==> config.mk <==
export PLATFORM = sky130hd
export DESIGN_NAME = kaau_ram
export DESIGN_NICKNAME = d
export VERILOG_FILES = /design/src/hw/rtl/kaau_ram.sv
export SDC_FILE = /design/constraint.sdc
export NUM_CORES = 1
export LEC_CHECK = 0
export ABC_AREA = 1
export BUFFER_PORTS_ARGS = -buffer_cell sky130_fd_sc_hd__buf_2
export CAP_MARGIN = 25
export CELL_PAD_IN_SITES_DETAIL_PLACEMENT = 1
export CELL_PAD_IN_SITES_GLOBAL_PLACEMENT = 2
export CORE_MARGIN = 2
export CORE_UTILIZATION = 44
export DETAILED_ROUTE_END_ITERATION = 6
export GPL_ROUTABILITY_DRIVEN = 0
export PLACE_DENSITY_LB_ADDON = 0.1
export RECOVER_POWER = 25
export SYNTH_ARGS = -nofsm -noshare
export SYNTH_HDL_FRONTEND = slang
export SYNTH_SLANG_ARGS = --single-unit
==> constraint.sdc <==
create_clock -name clk -period 3.6 [get_ports clk]
set_input_delay 0.18 -clock clk [delete_from_list [all_inputs] [get_ports clk]]
set_output_delay 0.18 -clock clk [all_outputs]
set_load 0.05 [all_outputs]
==> src/hw/rtl/kaau_ram.sv <==
// Generic single-write, single-read synchronous RAM with registered read data.
`timescale 1ns / 1ps
module kaau_ram #(
  parameter int W  = 16,
  parameter int AW = 6
) (
  input  logic          clk,
  input  logic          we,
  input  logic [AW-1:0] waddr,
  input  logic [W-1:0]  wdata,
  input  logic [AW-1:0] raddr,
  output logic [W-1:0]  rdata
);
  logic [W-1:0] mem [2**AW];

  always_ff @(posedge clk) begin
    if (we) mem[waddr] <= wdata;
  end

  always_ff @(posedge clk) begin
    rdata <= mem[raddr];
  end
endmodule

==> summary.txt, run 1 <==
Yosys
  • Post-synth ARST share: 0%
  • Sequential share of the synthesized area: between 70 and 80%
  • Synth top area cells: edfxtp_1 73%, nand2_1 12%, nand3_1 10%
  • #FFs+latches synth: around 1000
  • Number of flops mapped to enable cells by yosys: 1024
  • Total of warnings raised by yosys: 0
  • Top cell type's share of synthesized area: 73.0%
  • Top cells by count, synth: 1296 x nand2_1, 1024 x edfxtp_1, 871 x nand3_1
  • Cell Area, Synth: between 40000 and 50000 sq um
  • Top FF cell, synth: edfxtp_1
  • Most numerous cell in the Yosys netlist: nand2_1
  • Biggest area consumer among synthesized cells: edfxtp_1
  • Cells after synthesis: 3517
  • Synthesized area per cell: approximately 12 sq um
  • Post-synth net total: around 3500
  • Netlist cell types: 16

Finish
  • Design Area, Final: between 40000 and 50000 sq um
  • Inserted Diodes: 0
  • Post-route insts no fill: about 5000
  • # fillers: between 9000 and 10000
  • Multi-input gate area: 9590 sq um
  • Final Util: 49.9%
  • Register Area: just over 30000 sq um
  • # nets final: roughly 3600
  • Layout cell share with drive strength beyond 1: under 10%
  • Layout area overhead: 12.3%

CTS
  • Post-CTS Setup Inserts: 0
  • Post_cts resized: 0
  • Num Clock Sinks: between 1000 and 1500
  • Clock tree root driver cell: clkbuf_16
  • H-tree levels: 3
  • CTS buffer count: 110
  • Clock slew at reported path FFs: about 0.06 ns
  • CTS max path bufs: 3
  • CTS tree: done
  • Clock Latency Late Sink: slightly below 0.7 ns

Route
  • Vias: roughly 28000
  • Via density: 5.63
  • Post-Route WL: between 100000 and 150000 um
  • Met2 WL: 61400 um
  • Metal1 wirelength: around 58000 um
  • WL met3: 6620 um
  • Initial DRC count: roughly 2200
  • Routed Antenna Nets: 0
  • DR DRC count: 0
  • WL per Instance: about 26 um
  • Top Layer Used: met5
  • Drt pass-1 iters: 5

Critical path
  • Worst-path fanout max: 35
  • CP Data Required Time: approximately 3.8 ns
  • CP endpoint kind: flop
  • Critical path cell sequence: clkbuf_1 > clkbuf_1
  • Reg2reg setup slack: 1.92 ns
  • Worst endpoint data arrival time: approximately 2.9 ns
  • Startpoint Class: input port
  • Crit path max-delay family: buffers and inverters
  • Critical Path Max Stage Delay: ~1.4 ns
  • Buffers plus inverters on the worst setup path: 2
  • Most frequent CP cell: clkbuf_1
  • Reg2reg start: mem[35][7]
  • CP max stage cell: clkbuf_1
  • Critical path type: input port to flop
  • Reg2Reg Depth: 8
  • Reg2reg end: rdata[7]

Die
  • Std cell rows: about 110
  • CORE AREA: approximately 95000 sq um
  • I/O pins: 46
  • Die area: between 90000 and 100000 sq um
  • Die X: approximately 310 um
  • Starting Density: ~44%
  • Die H: about 310 um

Placement
  • Dpl cells: 4749
  • Pre-CTS setup slack: about 0.84 ns
  • PortBufs: 45
  • Detailed Place HPWL: between 70000 and 80000 um
  • Area after DPL: between 40000 and 50000 sq um

Power and ir drop
  • VDD IR-drop max: about 0.00049 V
  • Leakage power total: roughly 0.017 uW
  • Power density cells: 555 nW/um^2

STA
  • Maximum achievable frequency: 0.378 GHz
  • Max-slew violations: about 550
  • Clock Skew: about 0.016 ns
  • Setup repair after global routing missed its margin: no
  • Worst Max-Slew Pin Slew: between 2 and 2.5 ns
  • Tmin final: about 2.6 ns
  • Period utilisation layout: 73.4%
  • Setup Viol. Count Final: 0
  • Max transition margin: -64.7%
  • Setup TNS: 0 ns
  • Fin. Hold Viols: 0
  • Worst setup slack after layout: between 0.9 and 1 ns

Run
  • Max-cap viol count: 16

Global route
  • First-pass GRT wire length: ~190000 um
  • Congestion Overflow GR: 0
  • Initial antenna violation count: 7
  • Vias in the first global route: ~29000
  • GRT Util Overall: a little over a quarter
  • Pin count of the biggest net entering global routing: approximately 160

Run status
  • Status: finished with violations
  • Failing checks: max-capacitance violations, max-slew violations

Min path
  • Hold Path End: rdata[3]
  • Hold WC Path Type: input port to flop
  • Worst hold start: raddr[5]
  • Hold path cells: 3
## where the power goes
| part | internal (uW) | switching (uW) |
|---|---|---|
| combinational | 393 | 1340 |
| sequential | 13400 | 58.6 |
| clock | 6380 | 4650 |
## per-layer routing
layer | global-route usage (%) | up-vias
met3 | 3.71 | 177
met4 | 7.06 | 8
met5 | 0 | -
met1 | 37.5 | 14500
li1 | - | 12600
met2 | 43.2 | 685
## logic make-up after synthesis
logic type	share of synthesized area [%]
simple gates	22.7
buf+inv	3.54
flops	73.8
## what timing repair did
action,in CTS,in global routing
hold buffers,0,1
endpoints found under the setup margin,0,0
endpoints found under the hold margin,0,8
## state kept, by name, indices dropped and copies added (netlist names)
register and count:
mem 1024, rdata 16
## how the worst max path moves through the flow
stage                   start           to  slack [ns]  cells past startpoint
global placement     raddr[0]     rdata[9]        0.89                     12
floorplan                  we   mem[48][0]        0.87                      3
CTS                  raddr[0]     rdata[9]        1.59                     12
finish              wdata[11]  mem[31][11]        0.96                      2
global route        wdata[11]  mem[26][11]        0.83                      2
detailed placement   raddr[0]     rdata[9]        0.84                     12
## area by class of cell
type | instances | share of cell area, %
Sequential cell | 1040 | 65.7
Multi-Input combinational cell | 2240 | 20.3
Clock buffer | 152 | 6.29
Tap cell | 1265 | 3.35
Timing Repair Buffer | 194 | 3.23
Clock inverter | 50 | 1.01
Inverter | 12 | 0.151
## metrics by stage
stage | hold slack [ns] | power [uW]
after floorplan | 0.279 | 14700
after global placement | 0.700 | 15400
after detailed placement | 0.678 | 15500
after CTS | 0.0233 | 26400
after global routing | 0.0694 | 27000
final | 0.0862 | 26200
## layout by cell type (no fill, tap or decap), drive strengths merged
cell type and count:
edfxtp 1024, bufinv 9, nand2 1296, inv 16
dfxtp 16, nor2 56, dlygate4sd3 1, buf 175
nor4 8, clkinvlp 2, clkbuf 170, clkinv 35
nand3 871, nand4 9
No activity file was read; power rests on OpenSTA's default activity.
==> run 2: changes to the inputs <==
--- a/config.mk
+++ b/config.mk
@@ -11,7 +11,7 @@
 export CELL_PAD_IN_SITES_DETAIL_PLACEMENT = 1
 export CELL_PAD_IN_SITES_GLOBAL_PLACEMENT = 2
 export CORE_MARGIN = 2
-export CORE_UTILIZATION = 44
+export CORE_UTILIZATION = 40
 export DETAILED_ROUTE_END_ITERATION = 6
 export GPL_ROUTABILITY_DRIVEN = 0
 export PLACE_DENSITY_LB_ADDON = 0.1
==> constraint.sdc (replaced) <==
create_clock -name clk -period 2.2 [get_ports clk]
set_input_delay 0.11 -clock clk [delete_from_list [all_inputs] [get_ports clk]]
set_output_delay 0.11 -clock clk [all_outputs]
set_load 0.05 [all_outputs]
==> summary.txt, run 2 (synthesized netlist as in run 1, its figures left out) <==
Finish
  • Design Area, Final: around 49000 sq um
  • Number of flip-flops in the largest register: 1024
  • Biggest register: mem
  • Top flop regs: mem x1024, rdata x16
  • Post-route insts no fill: approximately 5200
  • Most frequent cells in the layout: 1296 x nand2_1, 1024 x edfxtp_1, 871 x nand3_1, 135 x buf_4, 113 x clkbuf_16
  • Commonest non-fill, non-tap cell in the layout: nand2_1
  • # fillers: 11000
  • # nets final: between 3000 and 4000
  • Layout cell share with drive strength beyond 1: a little over a tenth
  • Layout area overhead: 15.7%

CTS
  • CTS buffer count: ~110
  • Num Clock Sinks: 1040
  • H-tree levels: 3
  • Clock Latency Late Sink: between 0.7 and 0.8 ns
  • Post_cts resized: 0
  • Clock slew at reported path FFs: about 0.06 ns
  • CTS max path bufs: 3
  • CTS tree: done
  • Clock tree root driver cell: clkbuf_16

Power and ir drop
  • Comb pwr share: between 6 and 7%
  • Total power: 44100 uW
  • Switch share: approximately 23%
  • Leakage power total: 0.0176 uW
  • VDD IR-drop max: 0.000938 V
  • Switching power: slightly above 10000 uW
  • Clock power frac: 43.2%
  • Sequential Power Share: roughly half
  • Power density cells: 906 nW/um^2
  • Internal power: roughly 34000 uW

Route
  • WL met3: roughly 6500 um
  • Vias: 28200
  • Post-Route WL: roughly 140000 um
  • Metal1 wirelength: between 60000 and 70000 um
  • DR DRC count: 0
  • Routed Antenna Nets: 0
  • Initial DRC count: about 2300
  • Via density: between 5 and 6
  • WL per Instance: 26.3 um
  • Drt pass-1 iters: 5
  • Top Layer Used: met5
  • Met2 WL: roughly 65000 um

Min path
  • Hold WC Path Type: input port to flop
  • Worst hold start: waddr[2]

Critical path
  • Crit. Startpoint: wdata[11]
  • Reg2reg start: mem[39][14]
  • Critical path type: input port to flop
  • CP Data Required Time: 2.44 ns
  • Startpoint Class: input port
  • Worst endpoint data arrival time: 2.08 ns
  • Worst-path fanout max: 64
  • CP endpoint kind: flop

STA
  • Period utilisation layout: 83.7%
  • Worst Max-Slew Pin Slew: 1.79 ns
  • Setup TNS: 0 ns
  • Maximum achievable frequency: around 0.54 GHz
  • Fin Hold WS: 0.0476 ns
  • Setup repair after global routing missed its margin: no
  • Tmin final: about 1.8 ns
  • Clock Skew: 0.0386 ns
  • Setup Viol. Count Final: 0
  • Max-slew violations: between 300 and 400
  • Max transition margin: -19.4%
  • Fin. Hold Viols: 0

Die
  • CORE AREA: about 100000 sq um
  • Std cell rows: about 120
  • Die X: ~330 um
  • Die H: about 330 um
  • Starting Density: between 40% and 50%
  • I/O pins: 46
  • Die area: around 110000 sq um

Placement
  • Detailed Place HPWL: approximately 80000 um
  • Area after DPL: 45000 sq um
  • Dpl cells: 4926
  • PortBufs: between 40 and 50

Run status
  • Failing checks: max-capacitance violations, max-slew violations
  • Status: finished with violations

Global route
  • Pin count of the biggest net entering global routing: around 70
  • First-pass GRT wire length: roughly 200000 um
  • Vias in the first global route: between 20000 and 30000
  • Congestion Overflow GR: 0
  • GRT Util Overall: between 20% and 30%
  • Initial antenna violation count: 11

Run
  • Max-cap viol count: 9
[run 2: changes by cell type in the layout (fill, tap and decap cells not counted), sizes merged]
cell         delta
buf            +48
dlygate4sd3    +17
clkinv         +11
clkbuf         -10
bufinv          +5
diode           +5
[run 2: final timing paths]
path,cells after the start,slack [ns],end
max,3,0.36,mem[30][11]
min,3,0.05,mem[51][3]
max reg2reg,8,0.51,rdata[14]
min reg2reg,8,0.80,rdata[2]
[run 2: layout make-up]
| type | instances | area, sq um | area share (%) |
|---|---|---|---|
| Inverter | 12 | 71.3 | 0.146 |
| Sequential cell | 1040 | 31100 | 63.8 |
| Clock buffer | 140 | 2990 | 6.13 |
| Clock inverter | 66 | 703 | 1.44 |
| Timing Repair Buffer | 261 | 2560 | 5.25 |
| Tap cell | 1391 | 1740 | 3.57 |
| Multi-Input combinational cell | 2240 | 9580 | 19.7 |
| Antenna cell | 5 | 12.5 | 0.0257 |
[run 2: timing repair]
action                                 in CTS  in global routing
setup buffers                               0                  0
hold buffers                               18                  0
endpoints found under the hold margin     478                  0
[run 2: worst max-delay path: stages]
cell and delay (ns):
dlygate4sd3_1 0.53, buf_2 0.09, buf_2 1.24
[run 2: stage by stage]
stage               setup slack [ns]  util, %
floorplan                     -0.464        -
finish                         0.358     46.5
global route                   0.304     46.5
global placement             -0.0849     42.9
CTS                            0.403     46.6
detailed placement            -0.105     42.9
[run 2: metal layers]
metal | up-vias | GRT usage [%]
met5 | - | 0
met4 | 12 | 7.66
met3 | 199 | 3.08
met2 | 657 | 42.1
met1 | 14600 | 34.9
li1 | 12700 | -
[run 2: power groups by stage]
stage                     Clock (uW)  Combinational [uW]  Sequential (uW)
final                          19100                3060            22000
after global routing           20200                3330            22000
after CTS                      19400                3110            22000
after detailed placement           0                3080            22400
after global placement             0                3030            22400
after floorplan                    0                1470            22500
