$ cat config.mk
export PLATFORM = sky130hd
export DESIGN_NAME = kaau_div
export DESIGN_NICKNAME = d
export VERILOG_FILES = /design/src/hw/rtl/kaau_pkg.sv /design/src/hw/rtl/kaau_div.sv
export SDC_FILE = /design/constraint.sdc
export NUM_CORES = 1
export LEC_CHECK = 0
export BUFFER_PORTS_ARGS = -buffer_cell sky130_fd_sc_hd__buf_4
export CAP_MARGIN = 20
export CORE_ASPECT_RATIO = 1.2
export CORE_MARGIN = 1.5
export CORE_UTILIZATION = 59
export CTS_BUF_LIST = sky130_fd_sc_hd__clkbuf_4 sky130_fd_sc_hd__clkbuf_8
export CTS_CLUSTER_SIZE = 12
export DETAILED_ROUTE_END_ITERATION = 8
export PLACE_DENSITY_LB_ADDON = 0.08
export SETUP_SLACK_MARGIN = 0.4
export SLEW_MARGIN = 20
export SYNTH_ARGS = -nofsm -noshare
export SYNTH_HDL_FRONTEND = slang
export SYNTH_SLANG_ARGS = --single-unit
$ cat constraint.sdc
create_clock -name clk -period 3.6 [get_ports clk]
set_input_delay 0.36 -clock clk [delete_from_list [all_inputs] [get_ports clk]]
set_output_delay 0.36 -clock clk [all_outputs]
set_load 0.02 [all_outputs]
$ cat src/hw/rtl/kaau_pkg.sv
// Package with the shared types, constants and helpers of the k-means step engine.
`timescale 1ns / 1ps
package kaau_pkg;

  localparam int MAX_MEANS = 8;
  localparam int MAX_DIMS  = 8;
  localparam int MI_W      = $clog2(MAX_MEANS);
  localparam int DI_W      = $clog2(MAX_DIMS);
  localparam int ENT_W     = MI_W + DI_W;
  localparam int DIST_W    = 36;
  localparam int CNT_W     = 16;
  localparam int DIV_W     = 48;
  localparam int CFG_IDX_W = 2;
  localparam int CFG_DAT_W = 4;

  localparam logic [CFG_IDX_W-1:0] REG_MEANS_IN_USE = 2'd0;
  localparam logic [CFG_IDX_W-1:0] REG_DIMS_IN_USE  = 2'd1;

  typedef enum logic [2:0] {
    OP_LOAD_MEAN  = 3'd0,
    OP_LOAD_FLOOR = 3'd1,
    OP_SCORE      = 3'd2,
    OP_SCORE_ACC  = 3'd3,
    OP_UPDATE     = 3'd4
  } op_t;

  typedef enum logic [4:0] {
    S_IDLE,
    S_SC_RD,
    S_SC_MUL,
    S_SC_ACC,
    S_MIN,
    S_EMIT_C,
    S_AC_RD,
    S_AC_WR,
    S_UP_W,
    S_UP_WW,
    S_UP_RD,
    S_UP_CHK,
    S_UP_SW,
    S_UP_QGO,
    S_UP_QW,
    S_UP_MM,
    S_UP_VAR,
    S_UP_EMIT
  } state_t;

  typedef struct packed {
    logic [2:0]         operation;
    logic [2:0]         mean_index;
    logic [2:0]         dim_index;
    logic signed [15:0] value;
    logic               last_element;
  } in_t;

  typedef struct packed {
    logic                  result_kind;
    logic [2:0]            best_index;
    logic [DIST_W-1:0]     best_distance;
    logic [2:0]            entry_dim;
    logic signed [15:0]    new_mean;
    logic [31:0]           new_variance;
    logic [15:0]           new_weight;
    logic                  empty_mean;
    logic                  last_result;
  } out_t;

  typedef struct packed {
    logic signed [31:0] sum;
    logic [47:0]        sq;
  } acc_t;

  // Active count from a register: zero counts as one, large values saturate.
  function automatic logic [3:0] clamp_active(input logic [3:0] v, input logic [3:0] maxv);
    logic [3:0] r;
    begin
      if (v == 4'd0) r = 4'd1;
      else if (v > maxv) r = maxv;
      else r = v;
      return r;
    end
  endfunction

endpackage

$ cat src/hw/rtl/kaau_div.sv
// Iterative restoring unsigned divider, one quotient bit per cycle.
`timescale 1ns / 1ps
module kaau_div (
  input  logic                       clk,
  input  logic                       rst_n,
  input  logic                       start,
  input  logic [kaau_pkg::DIV_W-1:0] dividend,
  input  logic [15:0]                divisor,
  output logic                       busy,
  output logic [kaau_pkg::DIV_W-1:0] quotient
);
  import kaau_pkg::*;

  localparam int CW = $clog2(DIV_W);

  logic [DIV_W-1:0] quo_r;
  logic [15:0]      rem_r;
  logic [15:0]      dvs_r;
  logic [CW-1:0]    cnt_r;
  logic             busy_r;
  logic [16:0]      rem_sh;
  logic             fit;

  assign rem_sh = {rem_r, quo_r[DIV_W-1]};
  assign fit    = rem_sh >= {1'b0, dvs_r};

  always_ff @(posedge clk) begin
    if (!rst_n) begin
      busy_r <= 1'b0;
      cnt_r  <= '0;
    end else if (start) begin
      busy_r <= 1'b1;
      cnt_r  <= CW'(DIV_W - 1);
    end else if (busy_r) begin
      if (cnt_r == '0) busy_r <= 1'b0;
      cnt_r <= cnt_r - 1'b1;
    end
  end

  always_ff @(posedge clk) begin
    if (start) begin
      quo_r <= dividend;
      rem_r <= '0;
      dvs_r <= divisor;
    end else if (busy_r) begin
      quo_r <= {quo_r[DIV_W-2:0], fit};
      rem_r <= fit ? 16'(rem_sh - {1'b0, dvs_r}) : rem_sh[15:0];
    end
  end

  assign busy     = busy_r;
  assign quotient = quo_r;
endmodule

==> results of run 1 <==
-- area by class of cell --
cell class / count / area, um2 / share of cell area (%)
Clock inverter: 7 / 93.8 / 1.68
Multi-Input combinational cell: 237 / 1890 / 33.9
Clock buffer: 9 / 124 / 2.22
Tap cell: 90 / 113 / 2.02
Sequential cell: 87 / 2380 / 42.7
Timing Repair Buffer: 118 / 886 / 15.9
Inverter: 24 / 90.1 / 1.61
-- Yosys cell counts, drive strengths merged, types with 4 or more instances --
master	n
nand3	4
nor2	23
edfxtp	64
dfxtp	23
xor2	6
buf	6
nand2	14
clkbuf	10
nor3	4
inv	24
xnor2	10
a211oi	10
o21ai	18
mux2	48
a31oi	13
o21a	7
ha	18
a21oi	18
-- cell usage in the layout (no fill, tap or decap), types with 4 or more instances in the layout --
| cell | instances |
|---|---|
| buf_4 | 118 |
| xor2_1 | 6 |
| nand2_1 | 14 |
| a21oi_1 | 16 |
| xnor2_1 | 10 |
| dfxtp_1 | 23 |
| o21ai_1 | 6 |
| nor2_1 | 23 |
| nand3_1 | 4 |
| ha_1 | 18 |
| a31oi_1 | 13 |
| clkbuf_8 | 9 |
| mux2_2 | 48 |
| edfxtp_1 | 64 |
| o21ai_0 | 12 |
| inv_1 | 23 |
| a211oi_1 | 8 |
| o21a_1 | 7 |
-- worst register-to-register path: stages, from the launching register on --
cell	delay, ns
edfxtp_1	0.33
inv_1	0.04
ha_1	0.36
nand3_1	0.14
o21bai_1	0.21
a21oi_2	0.28
o311ai_4	0.15
a21boi_2	0.55
o21ai_0	0.21
a32o_1	0.28
-- cell families after synthesis --
logic type                 share of synthesized area, %
AOI/OAI and AO/OA                                  15.2
DFF                                                53.7
and+or+nand+nor                                    6.40
muxes                                              12.4
buffers and inverters                              3.64
adders and majority gates                          5.53
xor gates and xnor gates                           3.16
-- worst max path at each step --
stage | to | slack [ns] | cells past startpoint
after floorplan | quotient[0]$_DFFE_PP_ | 1.24 | 4
after global placement | quotient[0]$_DFFE_PP_ | 1.04 | 9
after detailed placement | quotient[0]$_DFFE_PP_ | 0.97 | 9
after CTS | quotient[0]$_DFFE_PP_ | 0.94 | 9
after global routing | rem_r[12]$_SDFFE_PP0P_ | 0.78 | 9
final | rem_r[1]$_SDFFE_PP0P_ | 0.93 | 9
-- state kept, by name, summed over array words and instances, names as in the netlist --
signal    flops
dvs_r        16
busy          1
rem_r        16
quotient     48
cnt_r         6
-- per-stage QoR --
step | hold slack (ns) | util (%)
after floorplan | 0.459 | -
after global placement | 0.487 | 73.8
after detailed placement | 0.496 | 73.8
after CTS | 0.162 | 76.7
after global routing | 0.153 | 76.7
final | 0.175 | 76.7
-- metal layers --
layer,wire length (um),up-vias,GRT usage (%)
li1,-,1600,-
met1,3950,1609,31.4
met2,4800,127,40.9
met3,830,17,8.13
met4,232,0,11.0
met5,0,-,0
-- power by group through the flow --
stage / logic, mW / clock network (mW) / registers [mW]
final: 0.650 / 0.751 / 1.25
after detailed placement: 0.644 / 0 / 1.27
after global routing: 0.702 / 0.804 / 1.26
after floorplan: 0.346 / 0 / 1.33
after CTS: 0.649 / 0.761 / 1.25
after global placement: 0.634 / 0 / 1.27
==> flow_metrics.py, run 1 <==
metrics = {
    "outcome": {
        "outcome": "finished clean",
    },
    "grt": {
        "grt_pass1_vias": 3331,
        "grt_util_all_layers_pct": 25.6,
        "grt_max_degree": 57,
        "gr-total-overflow": 0,
        "grt_antenna_before_repair": 0,
        "grt_first_pass_wirelength_mm": 15.6,
    },
    "timing": {
        "max_freq_mhz": 374,
        "setup-violations-final": 0,
        "relSlewSlack_pct": 33.6,
        "slew_violations": 0,
        "setup_ws_ns": 0.929,
        "tightest_slew_ns": 0.995,
        "rsz0062_at_grt": "false",
        "fin_crit_sh_pct": 74.2,
        "skew_ns": 0.0117,
        "report.final.hold_viol_count": 0,
        "post-route-min-period_ns": 2.67,
        "setup_tns_ns": 0,
    },
    "logic_synthesis": {
        "synthCells": 364,
        "netlist_area_mm2": 0.00444,
        "synth_area_leaders": "edfxtp_1 43%, mux2_2 12%, dfxtp_1 10%",
        "synth_edf_count": 64,
        "yosysTopAreaCellShare_pct": 43.3,
        "ys_ff_latch": 87,
        "synth_top_cell_by_area": "edfxtp_1",
        "ys_seq_area_share_pct": 53.7,
        "synth_area_per_cell_um2": 12.2,
        "synth_cell_type_count": 53,
        "ys_warn_count": 0,
        "async_flop_share_pct": 0,
        "synth_top_flop_cell": "edfxtp_1",
        "syn_nets": 450,
    },
    "min_path": {
        "hp-class": "primary input to register",
        "whs_endpoint": "dvs_r[3]$_DFFE_PP_",
        "worstHoldStart": "divisor[3]",
        "hold_path_depth": 1,
    },
    "worst_setup_path": {
        "r2r_cells": 9,
        "reg2reg_from": "dvs_r[4]$_DFFE_PP_",
        "slowest_stage": "a21boi_2",
        "end_kind": "register",
        "crit_required_ns": 3.84,
        "crit_type": "register to register",
        "slowest_delay_ns": 0.55,
        "crit_buf_inv": 1,
        "critPathTopFamily": "compound AO/OA/AOI/OAI gates",
        "cp-start-kind": "register",
        "crit_path_start": "dvs_r[4]$_DFFE_PP_",
        "cp_cell_sequence": "inv_1 -> ha_1 -> nand3_1 -> o21bai_1 -> a21oi_2 -> o311ai_4 -> a21boi_2 -> o21ai_0 -> a32o_1",
        "critPathMaxFanout": 15,
        "timing.rr.end": "rem_r[1]$_SDFFE_PP0P_",
        "r2r_slack_ns": 0.93,
        "crit_arrival_ns": 2.91,
    },
    "placed_design": {
        "place_area_mm2": 0.00537,
        "dp.cells": 556,
        "io_buffers": 115,
        "dp_slack_ns": 0.969,
        "gp_congestion": 0.932,
        "dp_hpwl_mm": 6.95,
    },
    "clocking": {
        "root_buffer": "clkbuf_8",
        "ctsHoldBuffers": 0,
        "cts_max_level": 3,
        "post-cts-setup-buffers": 0,
        "cts_buffers": 9,
        "clk_latency_ns": 0.35,
        "path_clk_slew_ns": 0.09,
        "post_cts_resize_count": 0,
        "cts.sinks": 87,
        "cts_buffer_depth": 2,
        "cts_tree": "built",
    },
    "pwr": {
        "sw_frac_of_total_pct": 28.9,
        "seqPwrFrac_pct": 47.2,
        "p_comb_share_pct": 24.5,
        "clkPwrFrac_pct": 28.3,
        "p_per_area_mw_per_mm2": 475,
        "ir_drop_mv": 0.348,
        "switchingPower_mw": 0.767,
        "p_total_mw": 2.65,
        "p_leak_nw": 2.34,
        "intPower_mw": 1.89,
    },
    "floorplanning": {
        "initial_core_util_pct": 61.0,
        "rows": 34,
        "die_x_um": 82.2,
        "core_mm2": 0.00727,
        "die_area_mm2": 0.00805,
        "fp.dieH_um": 98.0,
        "ios": 116,
    },
    "finish": {
        "final_cells": 572,
        "stdcell_area_mm2": 0.00558,
        "area_growth_pct": 25.8,
        "drive_gt1_share_pct": 40.2,
        "n_fill_cell": 484,
        "n_antenna_cell": 0,
        "nets": 563,
    },
    "routing": {
        "via_count": 3353,
        "drtIter0Drc": 210,
        "drc": 0,
        "avgViaCountPerCell": 5.86,
        "totalWireLength_mm": 9.81,
        "ant_nets": 0,
        "routedWlPerCell_um": 17.2,
        "firstDrtPassIters": 4,
    },
    "run": {
        "max_cap_viol_count": 0,
    },
}
Power figures use the tool's default switching activity.
==> run 2: changes to the inputs <==
--- a/config.mk
+++ b/config.mk
@@ -9,7 +9,7 @@
 export CAP_MARGIN = 20
 export CORE_ASPECT_RATIO = 1.2
 export CORE_MARGIN = 1.5
-export CORE_UTILIZATION = 59
+export CORE_UTILIZATION = 50
 export CTS_BUF_LIST = sky130_fd_sc_hd__clkbuf_4 sky130_fd_sc_hd__clkbuf_8
 export CTS_CLUSTER_SIZE = 12
 export DETAILED_ROUTE_END_ITERATION = 8
==> constraint.sdc (replaced) <==
create_clock -name clk -period 2.32 [get_ports clk]
set_input_delay 0.232 -clock clk [delete_from_list [all_inputs] [get_ports clk]]
set_output_delay 0.232 -clock clk [all_outputs]
set_load 0.02 [all_outputs]
==> flow_metrics.py, run 2 (synthesis results as in run 1) <==
metrics = {
    "finish": {
        "area_growth_pct": 39.7,
        "largest_reg_flops": 48,
        "final_cells": 631,
        "stdcell_area_mm2": 0.00620,
        "n_antenna_cell": 0,
        "final_core_util_pct": 72.0,
        "final_common_cell": "buf_4",
        "final_cell_mix": "143 x buf_4, 64 x edfxtp_1, 47 x mux2_2, 23 x dfxtp_1, 22 x nor2_1",
        "drive_gt1_share_pct": 50.8,
        "nets": 595,
    },
    "pwr": {
        "p_leak_nw": 2.56,
        "p_per_area_mw_per_mm2": 684,
        "p_total_mw": 4.24,
        "ir_drop_mv": 0.439,
    },
    "timing": {
        "fin_crit_sh_pct": 98.1,
        "tightest_slew_ns": 0.440,
        "rsz0062_at_grt": "true",
        "slew_violations": 0,
        "max_freq_mhz": 439,
        "setup_tns_ns": 0,
        "post-route-min-period_ns": 2.28,
        "skew_ns": 0.00772,
        "hold_ws_ns": 0.0480,
        "setup-violations-final": 0,
        "relSlewSlack_pct": 70.6,
        "setup_ws_ns": 0.0432,
        "report.final.hold_viol_count": 0,
    },
    "placed_design": {
        "io_buffers": 115,
        "dp.cells": 603,
        "place_area_mm2": 0.00578,
        "dp_hpwl_mm": 7.50,
        "gp_congestion": 0.907,
        "dp_slack_ns": 0.0356,
    },
    "clocking": {
        "cts_buffer_depth": 2,
        "cts.sinks": 87,
        "cts_max_level": 3,
        "cts_tree": "built",
        "path_clk_slew_ns": 0.08,
        "root_buffer": "clkbuf_8",
        "clk_latency_ns": 0.36,
        "cts_buffers": 9,
    },
    "routing": {
        "drtIter0Drc": 176,
        "routedWlPerCell_um": 17.0,
        "ant_nets": 0,
        "drc": 0,
        "totalWireLength_mm": 10.7,
        "firstDrtPassIters": 4,
        "via_count": 3498,
        "avgViaCountPerCell": 5.54,
    },
    "grt": {
        "grt_antenna_before_repair": 0,
        "grt_first_pass_wirelength_mm": 17.0,
        "grt_max_degree": 85,
        "grt_util_all_layers_pct": 23.8,
        "gr-total-overflow": 0,
        "grt_pass1_vias": 3572,
    },
    "worst_setup_path": {
        "crit_type": "register to register",
        "crit_required_ns": 2.57,
        "end_kind": "register",
        "crit_arrival_ns": 2.52,
        "critPathMaxFanout": 5,
        "cp-start-kind": "register",
    },
    "floorplanning": {
        "core_mm2": 0.00861,
        "fp.dieH_um": 106,
        "initial_core_util_pct": 51.5,
        "die_x_um": 89.0,
        "die_area_mm2": 0.00945,
        "ios": 116,
        "rows": 37,
    },
    "outcome": {
        "outcome": "finished clean",
    },
    "run": {
        "max_cap_viol_count": 0,
    },
    "min_path": {
        "hp-class": "primary input to register",
    },
}
-- run 2: cell types whose count changed in the layout (fill, tap and decap cells not counted), moves of 4 or more --
| cell | previous run | this run |
|---|---|---|
| ha_1 | 18 | 10 |
| a21oi_2 | 2 | 6 |
| inv_2 | 1 | 6 |
| buf_4 | 118 | 143 |
| inv_1 | 23 | 17 |
| ha_4 | 0 | 8 |
| buf_6 | 0 | 4 |
| a21oi_1 | 16 | 10 |
-- run 2: path summary, 6_finish.rpt --
kind / start / to / slack [ns] / cells past startpoint
setup reg to reg: dvs_r[3]$_DFFE_PP_ / rem_r[12]$_SDFFE_PP0P_ / 0.04 / 9
hold / removal: divisor[14] / dvs_r[14]$_DFFE_PP_ / 0.05 / 1
setup / recovery: dvs_r[3]$_DFFE_PP_ / rem_r[12]$_SDFFE_PP0P_ / 0.04 / 9
hold reg to reg: rem_r[4]$_SDFFE_PP0P_ / rem_r[4]$_SDFFE_PP0P_ / 0.51 / 2
-- run 2: area by class of cell --
type / count / area, um2
inverter: 24 / 93.8
clock inverter: 4 / 46.3
sequential: 87 / 2380
tap: 117 / 146
clock buffer: 12 / 146
timing repair buffer: 150 / 1180
fill: 622 / 2410
multi-input combinational: 237 / 2210
-- run 2: critical path, stage by stage (launching register included) --
cell	delay [ns]
edfxtp_1	0.38
inv_2	0.07
ha_4	0.20
a21o_1	0.17
a21oi_2	0.19
a21oi_4	0.11
o311ai_4	0.29
a21boi_2	0.13
or3_1	0.36
a32o_1	0.26
-- run 2: report_power, final --
part | leakage, nW | switching, mW | internal (mW)
sequential | 0.829 | 0.102 | 1.85
combinational | 1.63 | 0.623 | 0.603
clock | 0.0999 | 0.534 | 0.530
-- run 2: repair_timing --
action | in CTS | in global routing
hold buffers | 0 | 0
pin swaps | 16 | 5
setup buffers | 12 | 0
gates resized for setup | 13 | 13
setup endpoints to repair | 17 | 17
-- run 2: per-layer routing --
metal  GRT usage, %  wire length (um)  vias to the layer above  share of wire, %
li1               -                 -                     1661                 -
met1           28.6              4270                     1702                40
met2           39.0              5440                      113                51
met3           8.54               778                       22               7.3
met4           8.68               216                        0               2.0
met5              0                 0                        -                 0
